### src/rtl/bcs_pkg.sv
// Shared types, constants and bitset helpers for the clique search core.
// No dependencies; imported by every module of the block.
`default_nettype none

package bcs_pkg;

  // Field widths fixed by the interface
  localparam int DATA_W     = 64;
  localparam int IDX_W      = 6;
  localparam int K_W        = 4;
  localparam int CNT_W      = 7;
  localparam int AV_W       = 7;
  localparam int CFG_IDX_W  = 1;
  localparam int CFG_DATA_W = 7;
  localparam int LEVEL_W    = 4;

  // Defaults for the top-level parameters
  localparam int VERTICES_DEF   = 64;
  localparam int MAX_CLIQUE_DEF = 8;

  // Decoupling queue between front and engine
  localparam int QUEUE_DEPTH = 2;

  // Configuration register indexes
  localparam logic [CFG_IDX_W-1:0] REG_ACTIVE     = 1'd0;
  localparam logic [CFG_IDX_W-1:0] REG_COMPLEMENT = 1'd1;

  localparam logic [AV_W-1:0] ACTIVE_RESET = 7'd64;

  // Item classes handed from the front to the engine
  typedef enum logic [1:0] {
    KIND_WRITE = 2'd0,
    KIND_QUERY = 2'd1,
    KIND_TRUE  = 2'd2,
    KIND_FALSE = 2'd3
  } kind_t;

  typedef struct packed {
    kind_t              kind;
    logic [IDX_W-1:0]   idx;
    logic [DATA_W-1:0]  data;   // row bits for a write, masked candidates for a query
    logic [K_W-1:0]     k;
  } bcs_item_t;

  // Engine status seen by the top level
  typedef struct packed {
    logic               idle;
    logic               report;
    logic [LEVEL_W-1:0] level;
  } eng_stat_t;

  // Mask of bits 0..n-1
  function automatic logic [DATA_W-1:0] low_mask(input logic [AV_W-1:0] n);
    logic [DATA_W-1:0] m;
    for (int i = 0; i < DATA_W; i++) begin
      m[i] = (AV_W'(i) < n);
    end
    return m;
  endfunction

  function automatic logic [CNT_W-1:0] pop_count(input logic [DATA_W-1:0] x);
    logic [CNT_W-1:0] c;
    c = '0;
    for (int i = 0; i < DATA_W; i++) begin
      c = c + CNT_W'(x[i]);
    end
    return c;
  endfunction

  // Index of the lowest set bit, zero for an empty word
  function automatic logic [IDX_W-1:0] lowest_index(input logic [DATA_W-1:0] x);
    logic [IDX_W-1:0] v;
    v = '0;
    for (int i = DATA_W - 1; i >= 0; i--) begin
      if (x[i]) begin
        v = IDX_W'(i);
      end
    end
    return v;
  endfunction

endpackage

`default_nettype wire

### src/rtl/bcs_front.sv
// Input front: accepts items, restricts query masks and sorts out trivial answers.
// Depends on bcs_pkg; feeds bcs_queue.
`default_nettype none

module bcs_front #(
  parameter int VERTICES   = bcs_pkg::VERTICES_DEF,
  parameter int MAX_CLIQUE = bcs_pkg::MAX_CLIQUE_DEF
) (
  input  wire                          in_valid,
  output logic                         in_ready,
  input  wire                          in_func,
  input  wire [bcs_pkg::IDX_W-1:0]     in_row_index,
  input  wire [bcs_pkg::DATA_W-1:0]    in_row_bits,
  input  wire [bcs_pkg::DATA_W-1:0]    in_candidate_mask,
  input  wire [bcs_pkg::K_W-1:0]       in_clique_size,
  input  wire [bcs_pkg::DATA_W-1:0]    act_mask,
  input  wire                          q_ready,
  output logic                         q_push,
  output bcs_pkg::bcs_item_t           q_item
);
  import bcs_pkg::*;

  logic row_in_range;

  assign in_ready     = q_ready;
  assign row_in_range = ({1'b0, in_row_index} < (IDX_W + 1)'(VERTICES));

  // Classify the item; writes to rows that do not exist are dropped here
  always_comb begin
    q_item.idx  = in_row_index;
    q_item.k    = in_clique_size;
    if (!in_func) begin
      q_item.kind = KIND_WRITE;
      q_item.data = in_row_bits;
    end else begin
      q_item.data = in_candidate_mask & act_mask;
      if (in_clique_size == '0) begin
        q_item.kind = KIND_TRUE;
      end else if ({1'b0, in_clique_size} > (K_W + 1)'(MAX_CLIQUE)) begin
        q_item.kind = KIND_FALSE;
      end else begin
        q_item.kind = KIND_QUERY;
      end
    end
  end

  assign q_push = in_valid && q_ready && (in_func || row_in_range);

endmodule

`default_nettype wire

### config.mk
export PLATFORM = sky130hd
export DESIGN_NAME = bcs_front
export DESIGN_NICKNAME = d
export VERILOG_FILES = /design/src/rtl/bcs_pkg.sv /design/src/rtl/bcs_front.sv
export SDC_FILE = /design/constraint.sdc
export NUM_CORES = 1
export LEC_CHECK = 0
export BUFFER_PORTS_ARGS = -buffer_cell sky130_fd_sc_hd__clkbuf_2
export CORE_AREA = 2 2 109 111
export DETAILED_ROUTE_END_ITERATION = 12
export DIE_AREA = 0 0 111 113
export GPL_TIMING_DRIVEN = 0
export PLACE_DENSITY = 0.41
export SYNTH_ARGS = -nofsm -noshare
export SYNTH_HDL_FRONTEND = slang
export SYNTH_SLANG_ARGS = --single-unit
### constraint.sdc
create_clock -name vclk -period 1
set_input_delay 0.05 -clock vclk [all_inputs]
set_output_delay 0.05 -clock vclk [all_outputs]
set_load 0.01 [all_outputs]
==> results.yml <==
status:
  status: "finished, violations left"
  violations: "negative setup slack"
routing:
  drt-total-wl_mm: 7.70
  dr_wl_met3_um: 972
  highest_layer: "met4"
  drc: 0
  first_pass_iters: 4
  drtIter0Drc: 54
  ant_nets: 0
  wl_met1_mm: 2.81
  vias_per_cell: 3.79
  num_vias: 2432
  wl_met2_mm: 3.87
  wire_per_inst_um: 12.0
sta:
  rsz0062_at_grt: "yes"
  slew_headroom: 0.720
  fin_crit_ns: 1.01
  worstMarginPinSlew_ns: 0.420
  fin_crit_sh: 1.01
  hold_violations: 0
  final_max_slew_viol_count: 0
  max_freq_ghz: 0.993
  setup_violations: 2
  setup_ws_ns: -0.00729
  finalSetupTns_ns: -0.00764
grt:
  grt_use_total: 0.108
  grt_overflow_total: 0
  grt_first_pass_wirelength_mm: 11.1
  antenna_found_initial: 0
  grt_pass1_vias: 2294
  grt_max_degree: 11
final_layout:
  fin_area_um2: 2680
  antennaDiodeCount: 0
  stdcell_count: 642
  regArea_um2: 0
  layout-drive-gt1-share: 0.603
  n_sequential_cell: 0
  clock_buffer_count: 0
  fin_nets: 706
  area_growth_pct: 151
placement:
  dp_hpwl_mm: 7.01
  portBuffers: 276
  place_ws_ns: -0.245
  post_dp_cell_area_um2: 2630
  numPlacedInstances: 641
  gp_congestion: 0.858
worst_setup_path:
  path_max_fanout: 2
  crit_family: "simple AND/OR/NAND/NOR gates"
  critPathKind: "input pin to primary output"
  crit_slowest_cell: "or4_4"
  cp.arrival_ns: 0.96
  path_buf_inv: 2
  slowest_delay_ns: 0.52
  end_kind: "primary output"
  worstPathCellList: "buf_6 -> or4_4 -> and2_4 -> buf_8"
  crit_path_start_kind: "input pin"
  critPathRequiredTime_ns: 0.95
floorplan:
  die_w_um: 111
  fp-row-count: 39
  coreArea_um2: 11300
  dieHeight_um: 113
  initial_core_util: 0.0946
  num_io_pins: 283
  die_area_um2: 12500
logic_synthesis:
  syn_inst: 222
  synth_area_per_cell_um2: 4.80
  syn_nets: 427
  synth.cell_area_um2: 1070
  yosys_warnings: 0
  ys_seq_area_frac: 0
  synth.distinct_cells: 11
worst_hold_path:
  hp-class: "input pin to primary output"
clocking:
  cts-hold-fix-buffers: 0
job:
  drv_cap: 0
power_and_ir_drop:
  power_density_nw_per_um2: 410
  p_leak_nw: 1.80
  peakVddDrop_v: 0.000115
[cells in the final DEF, fill, tap and decap left out, drive strengths merged]
cell type / instances
inv: 64
a21boi: 1
buf: 19
o21ai: 64
nand3: 64
o31ai: 1
or4: 1
clkbuf: 283
and2: 2
[worst paths after layout]
check	startpoint	end	slack [ns]	depth (start not counted)
hold / removal	in_row_index[4]	q_item[72]	0.29	2
setup / recovery	in_clique_size[1]	q_item[74]	-0.007	4
[routing by layer]
metal / vias to the layer above / global-route usage
met2: 166 / 0.214
met4: 0 / 0.00750
met5: - / 0
li1: 1265 / -
met3: 4 / 0.0370
met1: 997 / 0.116
[final cells by class]
class	count	area, µm²
well taps	143	179
repair buffers	277	1410
fillers	1283	8600
plain buffers	25	170
inverters	64	240
multi-input cells	133	682
[through the flow]
step	hold slack, ns	util	power, W
finish	0.287	0.237	0.00110
global route	0.292	0.237	0.00122
CTS	0.288	0.236	0.00111
detailed placement	0.289	0.233	0.00109
global placement	0.290	0.233	0.00109
floorplan	0.192	-	0.000398
[cell families (layout without fill, tap and decap cells)]
| kind of cell | Yosys count | count (layout) | synth area share |
|---|---|---|---|
| compound gates | 66 | 66 | 0.315 |
| buf+inv | 89 | 366 | 0.360 |
| simple gates | 67 | 67 | 0.325 |
[synth_stat cells]
| master | number | share of area |
|---|---|---|
| inv_1 | 64 | 0.23 |
| nand3_1 | 64 | 0.30 |
| o21ai_0 | 64 | 0.30 |
| buf_4 | 11 | 0.077 |
| buf_2 | 7 | 0.033 |
| clkbuf_1 | 7 | 0.025 |
| a21boi_1 | 1 | 0.0070 |
| and2_1 | 1 | 0.0059 |
| and2_4 | 1 | 0.0082 |
| o31ai_1 | 1 | 0.0070 |
| or4_4 | 1 | 0.011 |
[what timing repair did]
| action | in CTS | in global routing |
|---|---|---|
| pin swaps | 0 | 0 |
| buffers inserted | 1 | 0 |
| endpoints found under the setup margin | 47 | 17 |
| resized for setup | 9 | 11 |
[power breakdown]
group          switching [W]  internal [W]
clock                      0             0
sequential                 0             0
combinational       0.000527      0.000570
Power figures use the tool's default switching activity.
