--- config.mk ---
export PLATFORM = sky130hd
export DESIGN_NAME = bcs_queue
export DESIGN_NICKNAME = d
export VERILOG_FILES = /design/src/rtl/bcs_pkg.sv /design/src/rtl/bcs_queue.sv
export SDC_FILE = /design/constraint.sdc
export NUM_CORES = 1
export LEC_CHECK = 0
export ABC_AREA = 1
export BUFFER_PORTS_ARGS = -buffer_cell sky130_fd_sc_hd__buf_4
export CAP_MARGIN = 20
export CORE_ASPECT_RATIO = 2
export CORE_MARGIN = 4
export CORE_UTILIZATION = 45
export CTS_CLUSTER_DIAMETER = 100
export DETAILED_ROUTE_END_ITERATION = 6
export PLACE_DENSITY = 0.75
export SLEW_MARGIN = 0
export SYNTH_ARGS = -nofsm -noshare
export SYNTH_HDL_FRONTEND = slang
export SYNTH_SLANG_ARGS = --single-unit
--- constraint.sdc ---
create_clock -name clk -period 5.1 [get_ports clk]
set_input_delay 0.765 -clock clk [delete_from_list [all_inputs] [get_ports clk]]
set_output_delay 0.765 -clock clk [all_outputs]
set_load 0.05 [all_outputs]
--- src/rtl/bcs_pkg.sv ---
// Shared types, constants and bitset helpers for the clique search core.
// No dependencies; imported by every module of the block.
`default_nettype none

package bcs_pkg;

  // Field widths fixed by the interface
  localparam int DATA_W     = 64;
  localparam int IDX_W      = 6;
  localparam int K_W        = 4;
  localparam int CNT_W      = 7;
  localparam int AV_W       = 7;
  localparam int CFG_IDX_W  = 1;
  localparam int CFG_DATA_W = 7;
  localparam int LEVEL_W    = 4;

  // Defaults for the top-level parameters
  localparam int VERTICES_DEF   = 64;
  localparam int MAX_CLIQUE_DEF = 8;

  // Decoupling queue between front and engine
  localparam int QUEUE_DEPTH = 2;

  // Configuration register indexes
  localparam logic [CFG_IDX_W-1:0] REG_ACTIVE     = 1'd0;
  localparam logic [CFG_IDX_W-1:0] REG_COMPLEMENT = 1'd1;

  localparam logic [AV_W-1:0] ACTIVE_RESET = 7'd64;

  // Item classes handed from the front to the engine
  typedef enum logic [1:0] {
    KIND_WRITE = 2'd0,
    KIND_QUERY = 2'd1,
    KIND_TRUE  = 2'd2,
    KIND_FALSE = 2'd3
  } kind_t;

  typedef struct packed {
    kind_t              kind;
    logic [IDX_W-1:0]   idx;
    logic [DATA_W-1:0]  data;   // row bits for a write, masked candidates for a query
    logic [K_W-1:0]     k;
  } bcs_item_t;

  // Engine status seen by the top level
  typedef struct packed {
    logic               idle;
    logic               report;
    logic [LEVEL_W-1:0] level;
  } eng_stat_t;

  // Mask of bits 0..n-1
  function automatic logic [DATA_W-1:0] low_mask(input logic [AV_W-1:0] n);
    logic [DATA_W-1:0] m;
    for (int i = 0; i < DATA_W; i++) begin
      m[i] = (AV_W'(i) < n);
    end
    return m;
  endfunction

  function automatic logic [CNT_W-1:0] pop_count(input logic [DATA_W-1:0] x);
    logic [CNT_W-1:0] c;
    c = '0;
    for (int i = 0; i < DATA_W; i++) begin
      c = c + CNT_W'(x[i]);
    end
    return c;
  endfunction

  // Index of the lowest set bit, zero for an empty word
  function automatic logic [IDX_W-1:0] lowest_index(input logic [DATA_W-1:0] x);
    logic [IDX_W-1:0] v;
    v = '0;
    for (int i = DATA_W - 1; i >= 0; i--) begin
      if (x[i]) begin
        v = IDX_W'(i);
      end
    end
    return v;
  endfunction

endpackage

`default_nettype wire

--- src/rtl/bcs_queue.sv ---
// Small in-order item queue between the front and the search engine.
// Depends on bcs_pkg for the item type and depth.
`default_nettype none

module bcs_queue (
  input  wire                  clk,
  input  wire                  rst_n,
  input  wire                  push,
  input  bcs_pkg::bcs_item_t   push_item,
  output logic                 ready,
  output logic                 valid,
  output bcs_pkg::bcs_item_t   item,
  input  wire                  pop
);
  import bcs_pkg::*;

  localparam int PTR_W = (QUEUE_DEPTH > 1) ? $clog2(QUEUE_DEPTH) : 1;
  localparam int CNT_QW = $clog2(QUEUE_DEPTH + 1);

  bcs_item_t         slot_r [QUEUE_DEPTH];
  logic [PTR_W-1:0]  wr_ptr_r, wr_ptr_nxt;
  logic [PTR_W-1:0]  rd_ptr_r, rd_ptr_nxt;
  logic [CNT_QW-1:0] count_r, count_nxt;

  assign ready = (count_r != CNT_QW'(QUEUE_DEPTH));
  assign valid = (count_r != '0);
  assign item  = slot_r[rd_ptr_r];

  // Pointer and fill count update
  always_comb begin
    wr_ptr_nxt = wr_ptr_r;
    rd_ptr_nxt = rd_ptr_r;
    count_nxt  = count_r;
    if (push) begin
      wr_ptr_nxt = (wr_ptr_r == PTR_W'(QUEUE_DEPTH - 1)) ? '0 : wr_ptr_r + 1'b1;
    end
    if (pop) begin
      rd_ptr_nxt = (rd_ptr_r == PTR_W'(QUEUE_DEPTH - 1)) ? '0 : rd_ptr_r + 1'b1;
    end
    if (push && !pop) begin
      count_nxt = count_r + 1'b1;
    end else if (pop && !push) begin
      count_nxt = count_r - 1'b1;
    end
  end

  always_ff @(posedge clk) begin
    if (!rst_n) begin
      wr_ptr_r <= '0;
      rd_ptr_r <= '0;
      count_r  <= '0;
    end else begin
      wr_ptr_r <= wr_ptr_nxt;
      rd_ptr_r <= rd_ptr_nxt;
      count_r  <= count_nxt;
    end
  end

  // Storage slots, no reset needed
  always_ff @(posedge clk) begin
    if (push) begin
      slot_r[wr_ptr_r] <= push_item;
    end
  end

endmodule

`default_nettype wire

==> impl_metrics.env <==
export IMPL_cp_slowest_cell="dfxtp_4"
export IMPL_cp_slowest_stage_delay_ns=0.89
export IMPL_die_x_um=88.7
export IMPL_core_um2=12700
export IMPL_routabilityCongestion=0.750
export IMPL_drt_wirelength_per_cell_um=18.7
export IMPL_final_common_cell="buf_4"
export IMPL_final_hold_viol_count=0
export IMPL_p_leak_uw=0.00308
export IMPL_cts_setup_buffers=0
export IMPL_drive_gt1_frac=0.596
export IMPL_place_inst=574
export IMPL_cp_arrival_ns=2.46
export IMPL_post_cts_resize_count=0
export IMPL_worstMarginPinSlew_ns=0.856
export IMPL_grt_max_degree=52
export IMPL_cts_buffers=17
export IMPL_path_class="reg2out"
export IMPL_irDropWorstVdd_uv=262
export IMPL_synthCells=271
export IMPL_holdPathStages=2
export IMPL_path_buf_inv=2
export IMPL_grt_overflow=0
export IMPL_grt_usage=0.152
export IMPL_drc=0
export IMPL_start_util=0.462
export IMPL_netlist_area_um2=5870
export IMPL_end_kind="output port"
export IMPL_portBuffers=157
export IMPL_drt_first_iter_violations=80
export IMPL_rsz0062_at_grt="false"
export IMPL_ys_types=15
export IMPL_diodes=0
export IMPL_drtPass1Iterations=4
export IMPL_critPathMostFrequentCell="buf_4"
export IMPL_path_delay_family="flip-flops"
export IMPL_status="complete, no violations"
export IMPL_drv_cap=0
export IMPL_dr_total_vias=2977
export IMPL_cts_buffer_depth=2
export IMPL_syn_nets=352
export IMPL_required_ns=4.34
export IMPL_powerDensity_nw_per_um2=425
export IMPL_hold_class="reg2reg"
export IMPL_min_period_ns=3.23
export IMPL_fp_dieH_um=169
export IMPL_cts_tree="built"
export IMPL_vias_per_cell=4.91
export IMPL_rows=58
export IMPL_syn_area_per_cell_um2=21.6
export IMPL_post_place_ws_ns=2.30
export IMPL_path_cells="buf_4, mux2_2, buf_4"
export IMPL_yosys_warnings=0
export IMPL_fin_ws_ns=1.87
export IMPL_wl_mm=11.3
export IMPL_slew_violations=0
export IMPL_cts_max_level=4
export IMPL_io_pin_count=158
export IMPL_r2r_cells=3
export IMPL_cp_num_cells=3
export IMPL_critPathLaunchType="register"
export IMPL_cts_sinks=157
export IMPL_finalCritPeriodShare=0.633
export IMPL_clkTransAtPathRegs_ns=0.07
export IMPL_fin_cells=606
export IMPL_ys_seq_elements=157
export IMPL_holdWs_ns=0.512
export IMPL_grt_pass1_vias=3234
export IMPL_final_nets=524
export IMPL_crit_path_max_fanout=51
export IMPL_hpwl_mm=7.97
export IMPL_cts_hold_buf=0
export IMPL_utilization=0.617
export IMPL_clock_latency_ns=0.41
export IMPL_clock_fmax_mhz=310
export IMPL_synth_seq_area_share=0.795
export IMPL_final_cell_mix="buf_4 (161), edfxtp_1 (152), mux2_4 (40), mux2_2 (36), clkbuf_16 (17)"
export IMPL_fin_setup_tns_ns=0
export IMPL_drtAntennaViolNets=0
export IMPL_antenna_found_initial=0
export IMPL_die_area_um2=15000
export IMPL_setup_viol=0
export IMPL_area_delta_synth_final_pct=33.5
export IMPL_cts_root_buf="clkbuf_16"
export IMPL_grt_pass1_wl_mm=16.6
export IMPL_slew_headroom=0.430
export IMPL_fin_skew_ns=0.0109
==> worst paths after layout <==
kind	startpoint	end	slack, ns
worst max-delay path	register	item[70]	1.87
worst min-delay path	rd_ptr_r$_SDFFE_PN0P_	register	0.51
worst max register to register	wr_ptr_r$_SDFFE_PN0P_	slot_r[1][62]$_DFFE_PP_	3.18
worst min register to register	rd_ptr_r$_SDFFE_PN0P_	register	0.51
==> per-layer routing <==
layer,routed length (um),vias to the layer above,global-route usage
met1,3590,1434,0.139
met3,685,33,0.0520
met4,501,0,0.0947
li1,-,1395,-
met5,0,-,0
met2,6560,115,0.273
==> cell usage after synthesis <==
cell | count | area share
edfxtp_1 | 152 | 0.78
mux2_4 | 40 | 0.10
mux2_2 | 36 | 0.069
nand2_1 | 10 | 0.0064
inv_1 | 8 | 0.0051
nor2_1 | 7 | 0.0045
dfxtp_1 | 5 | 0.017
buf_6 | 4 | 0.0077
buf_2 | 3 | 0.0026
a21oi_1 | 1 | 0.00085
buf_4 | 1 | 0.0013
ha_1 | 1 | 0.0021
nand3_1 | 1 | 0.00085
nand4_1 | 1 | 0.0011
o21ai_0 | 1 | 0.00085
==> through the flow <==
step                      instance area (um2)  total power, uW
after floorplan                          5870             1880
after global placement                   7210             2040
after detailed placement                 7210             2050
after CTS                                7830             3370
after global routing                     7830             3440
final                                    7830             3330
==> report_power, final <==
part	total, uW	leakage, uW	internal (uW)	switching (uW)
logic	490	0.00130	186	304
clock network	1310	0.000307	791	521
registers	1520	0.00147	1490	32.2
total	3330	0.00308	2470	858
==> registers in the layout, indices dropped and copies added (netlist names), named ones only <==
| register | flops |
|---|---|
| wr_ptr_r | 1 |
| slot_r | 152 |
| count_r | 2 |
| rd_ptr_r | 1 |
==> worst min-delay path: cells and delay by family (launching register included) <==
family	cells	cell delay (ns)
AND/OR/NAND/NOR	2	0.15
flip-flops	1	0.33
==> layout make-up <==
type                            count  area [um2]
Sequential cell                   157        4670
Multi-Input combinational cell     98        1110
Timing Repair Buffer              161        1210
Fill cell                         925        4870
Clock buffer                       17         425
Clock inverter                     15         200
Tap cell                          150         188
Inverter                            8        31.3
==> kinds of logic (layout without fill, tap and decap cells) <==
group	after synthesis	after routing	share of synthesized area
AND/OR/NAND/NOR	19	19	0.0128
flip-flops	157	157	0.795
AO/OA/AOI/OAI	2	2	0.00170
multiplexers	76	76	0.172
adder cells (fa/ha/maj)	1	1	0.00213
buffers and inverters	16	201	0.0166
Power figures use the tool's default switching activity.
